$ cat src/kmsc_pkg.sv
`timescale 1ns / 1ps
// Shared types and constants of the keypad matrix scan controller.
// No dependencies; kmsc_core, the top level and the testbench import this package.
package kmsc_pkg;

	localparam int MAX_ROWS    = 16;
	localparam int ROW_W       = 16;
	localparam int NUM_ROWS    = 16;
	localparam int ROW_IDX_W   = $clog2(NUM_ROWS);
	localparam int BANK_DEPTH  = NUM_ROWS / 2;
	localparam int BANK_AW     = $clog2(BANK_DEPTH);
	localparam int CNT_W       = 17;
	localparam int ADDR_W      = 7;
	localparam int DATA_W      = 32;

	typedef enum logic [1:0] {
		CMD_READ  = 2'd0,
		CMD_WRITE = 2'd1,
		CMD_TICK  = 2'd2
	} cmd_t;

	localparam logic [ADDR_W-1:0] ADDR_CONTROL   = 7'h00;
	localparam logic [ADDR_W-1:0] ADDR_SIZE      = 7'h04;
	localparam logic [ADDR_W-1:0] ADDR_STATUS    = 7'h08;
	localparam logic [ADDR_W-1:0] ADDR_ENABLE    = 7'h0C;
	localparam logic [ADDR_W-1:0] ADDR_ROWS_LO   = 7'h10;
	localparam logic [ADDR_W-1:0] ADDR_ROWS_HI   = 7'h2C;
	localparam logic [ADDR_W-1:0] ADDR_RSV_30    = 7'h30;
	localparam logic [ADDR_W-1:0] ADDR_RSV_34    = 7'h34;
	localparam logic [ADDR_W-1:0] ADDR_RSV_38    = 7'h38;
	localparam logic [ADDR_W-1:0] ADDR_RSV_3C    = 7'h3C;
	localparam logic [ADDR_W-1:0] ADDR_GPIO_EN   = 7'h40;
	localparam logic [ADDR_W-1:0] ADDR_GPIO_STAT = 7'h44;
	localparam logic [ADDR_W-1:0] ADDR_RSV_48    = 7'h48;

	typedef struct packed {
		cmd_t              cmd;
		logic [ADDR_W-1:0] addr;
		logic [DATA_W-1:0] wdata;
		logic [ROW_W-1:0]  keys;
	} item_t;

	typedef struct packed {
		logic [DATA_W-1:0]    read_data;
		logic                 bad_access;
		logic                 irq;
		logic [ROW_IDX_W-1:0] scan_row;
	} result_t;

	typedef struct packed {
		logic                 we;
		logic [ROW_IDX_W-1:0] addr;
		logic [ROW_W-1:0]     data;
	} row_wr_t;

endpackage

$ cat src/kmsc_ram.sv
`timescale 1ns / 1ps
// Generic RAM: one write port, two registered read ports, write-first.
// No dependencies.
module kmsc_ram #(
	parameter int WIDTH = 16,
	parameter int DEPTH = 8
) (
	input  logic                     clk,
	input  logic                     we,
	input  logic [$clog2(DEPTH)-1:0] waddr,
	input  logic [WIDTH-1:0]         wdata,
	input  logic                     re,
	input  logic [$clog2(DEPTH)-1:0] raddr_a,
	input  logic [$clog2(DEPTH)-1:0] raddr_b,
	output logic [WIDTH-1:0]         rdata_a,
	output logic [WIDTH-1:0]         rdata_b
);

	logic [WIDTH-1:0] mem [DEPTH];

	always_ff @(posedge clk) begin
		if (we) begin
			mem[waddr] <= wdata;
		end
		if (re) begin
			rdata_a <= (we && waddr == raddr_a) ? wdata : mem[raddr_a];
			rdata_b <= (we && waddr == raddr_b) ? wdata : mem[raddr_b];
		end
	end

endmodule

$ cat src/kmsc_core.sv
`timescale 1ns / 1ps
// Register file, scan timer and row scan logic: one item per fire.
// Depends on kmsc_pkg; row data comes from the RAM banks in the top level.
module kmsc_core import kmsc_pkg::*; (
	input  logic                 clk,
	input  logic                 arst_n,
	input  logic                 fire,
	input  item_t                item,
	input  logic                 invert,
	input  logic [ROW_W-1:0]     old_row,
	input  logic [DATA_W-1:0]    row_pair,
	output result_t              result,
	output row_wr_t              row_wr,
	output logic [ROW_IDX_W-1:0] row_nxt
);

	localparam logic [7:0] MAX_ROWS_B = 8'(MAX_ROWS);

	logic [DATA_W-1:0]    control_q, control_d;
	logic [DATA_W-1:0]    size_q, size_d;
	logic [1:0]           status_q, status_d;
	logic [2:0]           enable_q, enable_d;
	logic [DATA_W-1:0]    gpio_q, gpio_d;
	logic [ROW_IDX_W-1:0] row_q, row_d;
	logic [CNT_W-1:0]     count_q, count_d;
	logic                 run_q, run_d;

	logic [DATA_W-1:0]    rd;
	logic                 bad;
	logic [ROW_W-1:0]     scan_val;
	logic [ROW_IDX_W:0]   next_row;
	logic [7:0]           row_cnt;
	logic                 in_rows;
	logic                 do_scan;

	function automatic logic [13:0] row_delay(input logic [DATA_W-1:0] ctrl);
		logic [13:0] d;
		d = ctrl[15:2];
		return (d == 14'd0) ? 14'd1 : d;
	endfunction

	function automatic logic [CNT_W-1:0] frame_delay(input logic [DATA_W-1:0] ctrl);
		return {1'b0, ctrl[31:16]} + {3'b000, row_delay(ctrl)};
	endfunction

	function automatic logic [ROW_W-1:0] scan_value(
		input logic [ROW_W-1:0]     keys,
		input logic [ROW_IDX_W-1:0] r,
		input logic [DATA_W-1:0]    size,
		input logic                 inv
	);
		logic [19:0]      glitch;
		logic [ROW_W-1:0] row;
		logic [7:0]       cols;
		glitch = 20'h80000 >> r;
		row = ~keys & ~glitch[ROW_W-1:0];
		cols = size[15:8];
		if (cols < 8'd16) begin
			row = row | (16'hFFFF << cols[3:0]);
		end
		if (inv) begin
			row = ~row;
		end
		return row;
	endfunction

	assign scan_val = scan_value(item.keys, row_q, size_q, invert);
	assign next_row = {1'b0, row_q} + 5'd1;
	assign row_cnt  = (size_q[7:0] > MAX_ROWS_B) ? MAX_ROWS_B : size_q[7:0];
	assign in_rows  = (item.addr >= ADDR_ROWS_LO) && (item.addr <= ADDR_ROWS_HI)
		&& (item.addr[1:0] == 2'b00);

	always_comb begin
		control_d = control_q;
		size_d    = size_q;
		status_d  = status_q;
		enable_d  = enable_q;
		gpio_d    = gpio_q;
		row_d     = row_q;
		count_d   = count_q;
		run_d     = run_q;
		rd        = '0;
		bad       = 1'b0;
		do_scan   = 1'b0;
		unique case (item.cmd)
			CMD_READ: begin
				priority if (in_rows) begin
					rd = row_pair;
				end else begin
					unique case (item.addr)
						ADDR_CONTROL: rd = control_q;
						ADDR_SIZE:    rd = size_q;
						ADDR_STATUS:  rd = {30'd0, status_q};
						ADDR_ENABLE:  rd = {29'd0, enable_q};
						ADDR_GPIO_EN: rd = gpio_q;
						ADDR_RSV_30, ADDR_RSV_34, ADDR_RSV_38, ADDR_RSV_3C,
						ADDR_GPIO_STAT, ADDR_RSV_48: rd = '0;
						default:      bad = 1'b1;
					endcase
				end
			end
			CMD_WRITE: begin
				unique case (item.addr)
					ADDR_CONTROL: begin
						control_d = item.wdata;
						if (item.wdata[1]) begin
							count_d = frame_delay(item.wdata);
							run_d   = 1'b1;
						end else begin
							count_d = '0;
							run_d   = 1'b0;
						end
					end
					ADDR_SIZE:    size_d   = item.wdata;
					ADDR_STATUS:  status_d = status_q & ~item.wdata[1:0];
					ADDR_ENABLE:  enable_d = item.wdata[2:0];
					ADDR_GPIO_EN: gpio_d   = item.wdata;
					ADDR_RSV_30, ADDR_RSV_34, ADDR_RSV_3C,
					ADDR_GPIO_STAT, ADDR_RSV_48: bad = 1'b0;
					default:      bad = 1'b1;
				endcase
			end
			CMD_TICK: begin
				if (run_q) begin
					if (count_q <= 17'd1) begin
						do_scan = 1'b1;
						if (old_row != scan_val) begin
							status_d[1] = 1'b1;
						end
						if ({3'b000, next_row} < row_cnt) begin
							row_d   = next_row[ROW_IDX_W-1:0];
							count_d = {3'b000, row_delay(control_q)};
						end else begin
							row_d       = '0;
							status_d[0] = 1'b1;
							if (control_q[0]) begin
								count_d = frame_delay(control_q);
							end else begin
								control_d[1:0] = 2'b00;
								run_d          = 1'b0;
								count_d        = '0;
							end
						end
					end else begin
						count_d = count_q - 17'd1;
					end
				end
			end
			default: bad = 1'b0;
		endcase
	end

	assign row_wr.we   = fire && do_scan && (old_row != scan_val);
	assign row_wr.addr = row_q;
	assign row_wr.data = scan_val;

	assign result.read_data  = rd;
	assign result.bad_access = bad;
	assign result.irq        = |(enable_d & {1'b0, status_d});
	assign result.scan_row   = row_d;

	assign row_nxt = fire ? row_d : row_q;

	always_ff @(posedge clk or negedge arst_n) begin
		if (!arst_n) begin
			control_q <= '0;
			size_q    <= '0;
			status_q  <= '0;
			enable_q  <= '0;
			gpio_q    <= '0;
			row_q     <= '0;
			count_q   <= '0;
			run_q     <= 1'b0;
		end else if (fire) begin
			control_q <= control_d;
			size_q    <= size_d;
			status_q  <= status_d;
			enable_q  <= enable_d;
			gpio_q    <= gpio_d;
			row_q     <= row_d;
			count_q   <= count_d;
			run_q     <= run_d;
		end
	end

	a_run_count: assert property (@(posedge clk) disable iff (!arst_n)
		run_q == (count_q != '0))
		else $error("timer running flag disagrees with countdown");

	a_run_ctrl: assert property (@(posedge clk) disable iff (!arst_n)
		run_q == control_q[1])
		else $error("timer running flag disagrees with control start bit");

endmodule

$ cat src/keypad_matrix_scan_controller_top.sv
`timescale 1ns / 1ps
// Top level of the keypad matrix scan controller: input and result registers,
// row store banks. Depends on kmsc_pkg, kmsc_ram and kmsc_core.
//
//  channel  | direction | handshake          | contents
//  ---------+-----------+--------------------+-------------------------------
//  s_       | in        | s_tvalid/s_tready  | tuser cmd, tdata addr/wdata/keys
//  m_       | out       | m_tvalid/m_tready  | tdata read_data/bad/irq/scan_row
//  cfg_     | in        | cfg_we             | cfg_data invert_columns
//
// One item per cycle sustained while m_tready is high; the result is offered once
// the item has passed the input register (with the row store read) and the register
// file update into the result register. The row store is two 8-entry banks.
// Reset clears the valid flags, the register file and the row valid bits, so unwritten rows read 0.
// When m_tready is low the result holds; one more item enters the input
// register, then s_tready drops until the result is taken.
module keypad_matrix_scan_controller_top import kmsc_pkg::*; (
	input  logic        clk,
	input  logic        arst_n,
	input  logic        cfg_we,
	input  logic        cfg_data,
	input  logic        s_tvalid,
	output logic        s_tready,
	input  logic [55:0] s_tdata,   // addr[6:0], write_data[38:7], key_columns[54:39], pad
	input  logic [1:0]  s_tuser,   // cmd[1:0]
	output logic        m_tvalid,
	input  logic        m_tready,
	output logic [39:0] m_tdata    // read_data[31:0], bad_access, irq, scan_row[37:34], pad
);

	logic                 invert_q;
	logic                 s1_valid_q;
	item_t                item_s1;
	item_t                in_item;
	logic                 s_acc;
	logic                 s1_adv;
	logic                 m_valid_q;
	result_t              out_q;
	result_t              result;
	row_wr_t              row_wr;
	logic [ROW_IDX_W-1:0] row_nxt;
	logic [BANK_AW-1:0]   pair_idx;
	logic [NUM_ROWS-1:0]  row_vld_q, row_vld_d;
	logic                 vld_ae_s1, vld_ao_s1, vld_be_s1, vld_bo_s1;
	logic                 sel_odd_s1;
	logic [ROW_W-1:0]     even_a, even_b, odd_a, odd_b;
	logic [ROW_W-1:0]     old_row;
	logic [DATA_W-1:0]    row_pair;

	assign in_item.cmd   = cmd_t'(s_tuser);
	assign in_item.addr  = s_tdata[6:0];
	assign in_item.wdata = s_tdata[38:7];
	assign in_item.keys  = s_tdata[54:39];

	assign s1_adv   = s1_valid_q && (!m_valid_q || m_tready);
	assign s_tready = !s1_valid_q || s1_adv;
	assign s_acc    = s_tvalid && s_tready;
	assign pair_idx = BANK_AW'(in_item.addr[5:2] - 4'd4);

	always_ff @(posedge clk or negedge arst_n) begin
		if (!arst_n) begin
			invert_q   <= 1'b0;
			s1_valid_q <= 1'b0;
			m_valid_q  <= 1'b0;
			row_vld_q  <= '0;
		end else begin
			if (cfg_we) begin
				invert_q <= cfg_data;
			end
			if (s_acc) begin
				s1_valid_q <= 1'b1;
			end else if (s1_adv) begin
				s1_valid_q <= 1'b0;
			end
			if (s1_adv) begin
				m_valid_q <= 1'b1;
			end else if (m_tready) begin
				m_valid_q <= 1'b0;
			end
			row_vld_q <= row_vld_d;
		end
	end

	assign row_vld_d = row_vld_q
		| (row_wr.we ? (NUM_ROWS'(1) << row_wr.addr) : '0);

	always_ff @(posedge clk) begin
		if (s_acc) begin
			item_s1    <= in_item;
			sel_odd_s1 <= row_nxt[0];
			vld_ae_s1  <= row_vld_d[{row_nxt[ROW_IDX_W-1:1], 1'b0}];
			vld_ao_s1  <= row_vld_d[{row_nxt[ROW_IDX_W-1:1], 1'b1}];
			vld_be_s1  <= row_vld_d[{pair_idx, 1'b0}];
			vld_bo_s1  <= row_vld_d[{pair_idx, 1'b1}];
		end
		if (s1_adv) begin
			out_q <= result;
		end
	end

	kmsc_ram #(
		.WIDTH (ROW_W),
		.DEPTH (BANK_DEPTH)
	) u_even (
		.clk     (clk),
		.we      (row_wr.we && !row_wr.addr[0]),
		.waddr   (row_wr.addr[ROW_IDX_W-1:1]),
		.wdata   (row_wr.data),
		.re      (s_acc),
		.raddr_a (row_nxt[ROW_IDX_W-1:1]),
		.raddr_b (pair_idx),
		.rdata_a (even_a),
		.rdata_b (even_b)
	);

	kmsc_ram #(
		.WIDTH (ROW_W),
		.DEPTH (BANK_DEPTH)
	) u_odd (
		.clk     (clk),
		.we      (row_wr.we && row_wr.addr[0]),
		.waddr   (row_wr.addr[ROW_IDX_W-1:1]),
		.wdata   (row_wr.data),
		.re      (s_acc),
		.raddr_a (row_nxt[ROW_IDX_W-1:1]),
		.raddr_b (pair_idx),
		.rdata_a (odd_a),
		.rdata_b (odd_b)
	);

	assign old_row = sel_odd_s1 ? (vld_ao_s1 ? odd_a : '0) : (vld_ae_s1 ? even_a : '0);
	assign row_pair = {(vld_bo_s1 ? odd_b : 16'd0), (vld_be_s1 ? even_b : 16'd0)};

	kmsc_core u_core (
		.clk      (clk),
		.arst_n   (arst_n),
		.fire     (s1_adv),
		.item     (item_s1),
		.invert   (invert_q),
		.old_row  (old_row),
		.row_pair (row_pair),
		.result   (result),
		.row_wr   (row_wr),
		.row_nxt  (row_nxt)
	);

	assign m_tvalid = m_valid_q;
	assign m_tdata  = {2'b00, out_q.scan_row, out_q.irq, out_q.bad_access, out_q.read_data};

	a_row_write: assert property (@(posedge clk) disable iff (!arst_n)
		row_wr.we |-> (s1_adv && item_s1.cmd == CMD_TICK))
		else $error("row store written outside an advancing tick");

	a_ready_low: assert property (@(posedge clk) disable iff (!arst_n)
		!s_tready |-> (s1_valid_q && m_valid_q && !m_tready))
		else $error("input stalled without a full pipeline");

	a_adv_result: assert property (@(posedge clk) disable iff (!arst_n)
		s1_adv |=> m_valid_q)
		else $error("advanced item produced no result");

endmodule

$ cat config.mk
export PLATFORM = sky130hd
export DESIGN_NAME = keypad_matrix_scan_controller_top
export DESIGN_NICKNAME = d
export VERILOG_FILES = /design/src/kmsc_pkg.sv /design/src/kmsc_ram.sv /design/src/kmsc_core.sv /design/src/keypad_matrix_scan_controller_top.sv
export SDC_FILE = /design/constraint.sdc
export NUM_CORES = 1
export LEC_CHECK = 0
export BUFFER_PORTS_ARGS = -buffer_cell sky130_fd_sc_hd__buf_2
export CAP_MARGIN = 20
export CORE_ASPECT_RATIO = 0.5
export CORE_MARGIN = 10
export CORE_UTILIZATION = 25
export DETAILED_ROUTE_END_ITERATION = 8
export GPL_ROUTABILITY_DRIVEN = 0
export GPL_TIMING_DRIVEN = 0
export PLACE_DENSITY_LB_ADDON = 0.12
export SLEW_MARGIN = 10
export SYNTH_ARGS = -nofsm -noshare
export SYNTH_HDL_FRONTEND = slang
export SYNTH_SLANG_ARGS = --single-unit
export TNS_END_PERCENT = 50
$ cat constraint.sdc
create_clock -name clk -period 10.7 [get_ports clk]
set_input_delay 1.07 -clock clk [delete_from_list [all_inputs] [get_ports clk]]
set_output_delay 1.07 -clock clk [all_outputs]
set_load 0.005 [all_outputs]
==> metrics.md <==
| Metric | Value |
|---|---|
| Status | finished, final reports clean |
| Max_cap viols | 0 |
| Number of CTS-inserted buffers | 60 |
| Antenna violations before repair | 1 |
| Postcts setup bufs | 0 |
| RSZ-0062 raised after global routing | false |
| Min-delay worst type | in2async |
| R2r startpoint | u_core.count_q[9] |
| Number of global-route vias before repair | 19762 |
| Critical path buffers and inverters | 3 |
| DRT Pass-1 Iters | 5 |
| Clock Power Share | 39.8% |
| DP Cell Count | ~3800 |
| Peak supply drop | 0.1188 mV |
| Tot Pwr | 5.162 mW |
| Fill cell count | 11349 |
| Initial Util | 25.25% |
| EDFF count, synth | 420 |
| Ys flop type | edfxtp_1 |
| Area grow syn2layout | 17.15% |
| Net load switching power | 1.392 mW |
| R2R Setup Slk | 4.85 ns |
| Fin crit period | 5.846 ns |
| Crit path to | u_even.rdata_a[1] |
| Latest clock arrival within the worst-skew pair | between 0.6 and 0.7 ns |
| Yosys warns | 0 |
| Number of diodes | 0 |
| Sequential cell fraction of total power | between 40 and 50% |
| Clock transition at the register clock pins on the worst setup and hold paths after CTS | 0.07 ns |
| Die area | 126100 um^2 |
| Setup violations, final | 0 |
| HPWL after DPL | between 70 and 80 mm |
| First-pass GRT wire length | between 150 and 200 mm |
| Largest net degree at the start of global routing | about 90 |
| Post-Synthesis Cells | around 2100 |
| Hold slack | 0.2934 ns |
| Crit path launch type | flop |
| Fmax | 0.1711 GHz |
| Cell Rows | 86 |
| Post-synthesis sequential area ratio | 57.99% |
| Setup CP Type | reg2reg |
| Vias | 19420 |
| Crit path launch | u_core.count_q[9] |
| CTS tree | built |
| Worst path depth | 12 |
| DRT iter0 DRCs | 1655 |
| Final WS setup | 4.854 ns |
| Crit. End Element | flop |
| Post-synth top area share | 45.25% |
| Async S/R FF share, synth | about a quarter |
| Gr ovfl total | 0 |
| Combinational fraction of design power | roughly 11% |
| RR Endpoint | u_even.rdata_a[1] |
| IO buf count | a little over 100 |
| Sw frac | 26.98% |
| Final WL | approximately 110 mm |
| Clock Skew | 0.03140 ns |
| Worst Path Required | between 10 and 15 ns |
| Critical path arrival | 6.23 ns |
| Layout cells sized above 1 | around 19% |
| Slew Limit Fails | 0 |
| Buffer levels on the longest clock path | 3 |
| Nets | 2445 |
| # hold bufs at CTS | 0 |
| Core area | roughly 110000 um^2 |
| GRT Overall Usage | 16.18% |
| #FFs+latches synth | 562 |
| Die Wd | 492.2 um |
| CTS Root Cell | clkbuf_16 |
| Power Internal | 3.769 mW |
| Avg Vias per Cell | 5.001 |
| Layout Cells excl Fill | 3883 |
| Dominant cell type by area after synthesis | edfxtp_1 |
| Worst-Margin Slew | 1.107 ns |
| LEAKAGE | between 10 and 15 nW |
| Worst slew margin | 25.65% |
| Critical Path Slowest Stage Cell | nor2_1 |
| Syn Std Cell Area | approximately 28000 um^2 |
| Synth area leaders | edfxtp_1 45%, dfrtp_1 13%, mux4_2 5.3% |
| Htree depth | 2 |
| # IOs | about 110 |
| Chip height | 256.1 um |
| ANT nets after route | 0 |
| Routed WL per cell | approximately 27 um |
| Netlist cell types | 88 |
| CP Cell Sequence | or4_1 -> nor4_1 -> and2_1 -> clkbuf_1 -> nand4_1 -> a21boi_1 -> clkinv_1 -> nor2_1 -> clkbuf_1 -> a32oi_1 -> a21oi_1 -> a21oi_1 |
| Sinks on Clock Net | 562 |
| DRC errors left | 0 |
| Top delay family on crit path | simple AND/OR/NAND/NOR gates |
| Hold Violations, Final | 0 |
| Slowest stage delay, CP | 0.68 ns |
| Pre-CTS WS | 4.852 ns |
| Setup_tns | 0 ns |
| Cell Pwr Density | around 160 nW/um^2 |
| Fin crit share | 54.64% |
| Worst Path Max Fanout | 10 |
| Syn_area_per_cell | between 10 and 15 um^2 |
| CTS resizes | 0 |
| R2r worst-path depth | 12 |
[synthesized netlist by cell type (29+ instances only)]
library cell  number
a21oi_1          135
a22oi_1           86
a32oi_1           38
a41oi_1           38
and3_1            58
clkbuf_1         133
dfrtp_1          142
edfxtp_1         420
ha_1              43
inv_1             62
mux2_2            98
mux2i_1          142
mux4_2            66
nand2_1          201
nand3_1           29
nor2_1            51
nor3_1            30
o21ai_0           47
xnor2_1           40
[how the worst min path moves through the flow]
stage                             start            end  slack [ns]  depth (start not counted)
after global placement    row_vld_q[14]  row_vld_q[14]        0.45                          2
after floorplan            row_vld_q[6]   row_vld_q[6]        0.42                          2
final                            arst_n     s1_valid_q        0.29                          1
after CTS                        arst_n     s1_valid_q        0.31                          1
after detailed placement  row_vld_q[13]  row_vld_q[13]        0.45                          2
after global routing             arst_n     s1_valid_q        0.33                          1
[cells by family (layout without fill, tap and decap cells)]
logic type | after synthesis | after routing | synth area share, %
fa+ha+maj | 45 | 45 | 2.074
simple gates | 468 | 468 | 8.479
xor+xnor | 69 | 69 | 2.316
flops | 562 | 562 | 57.99
other cells | 1 | 2 | 0.01345
buf+inv | 232 | 477 | 3.411
mux | 306 | 306 | 14.39
compound gates | 458 | 458 | 11.32
[cell usage in the layout, fill, tap and decap left out, types with 29 or more instances in the layout]
cell,instances
a21oi_1,135
a22oi_1,86
a32oi_1,38
a41oi_1,38
and3_1,58
buf_2,111
clkbuf_1,151
clkbuf_16,62
dfrtp_1,142
edfxtp_1,420
ha_1,43
inv_1,62
mux2_2,98
mux2i_1,142
mux4_2,66
nand2_1,201
nand3_1,29
nor2_1,48
o21ai_0,47
xnor2_1,36
[power groups by stage]
stage               clock [mW]  sequential, mW  combinational (mW)
global route              2.20            2.54               0.625
floorplan                    0            2.55               0.334
global placement             0            2.59               0.553
finish                    2.06            2.53               0.571
CTS                       2.10            2.53               0.574
detailed placement           0            2.58               0.572
[per-stage QoR]
| step | instance area (um^2) | utilization [%] |
|---|---|---|
| final | 32650 | 29.58 |
| after global routing | 32650 | 29.58 |
| after CTS | 32600 | 29.53 |
| after detailed placement | 30720 | 27.83 |
| after global placement | 30260 | 27.41 |
| after floorplan | 27880 | - |
[layout make-up]
class | count | area, um^2 | share of cell area [%]
Inverter | 65 | 246.5 | 0.7548
Clock buffer | 84 | 1674 | 5.127
Clock inverter | 29 | 206.4 | 0.6322
Timing Repair Buffer | 132 | 940.9 | 2.881
Tap cell | 1496 | 1872 | 5.732
Sequential cell | 562 | 16170 | 49.51
Buffer | 167 | 705.7 | 2.161
Multi-Input combinational cell | 1348 | 10840 | 33.21
[worst reg2reg max path: stages, from the launching register on]
cell and delay, ns:
dfrtp_1 0.44, or4_1 0.62, nor4_1 0.65, and2_1 0.22, clkbuf_1 0.33, nand4_1 0.36, a21boi_1 0.47, clkinv_1 0.45
nor2_1 0.69, clkbuf_1 0.64, a32oi_1 0.16, a21oi_1 0.48, a21oi_1 0.07
[flip-flops by register name, indices dropped and copies added (netlist names), 17 cells and up]
register / flops
item_s1: 57
m_tdata: 38
u_core.control_q: 32
u_core.count_q: 17
u_core.gpio_q: 32
u_core.size_q: 32
u_even.mem: 128
u_odd.mem: 128
[routing by layer]
layer / GRT usage (%) / wire [um] / up-vias
li1: - / - / 8656
met1: 22.78 / 48660 / 9987
met2: 26.25 / 49050 / 632
met3: 2.041 / 5433 / 145
met4: 3.965 / 2533 / 0
met5: 0 / 0 / -
(Power assumes the default switching activity.)
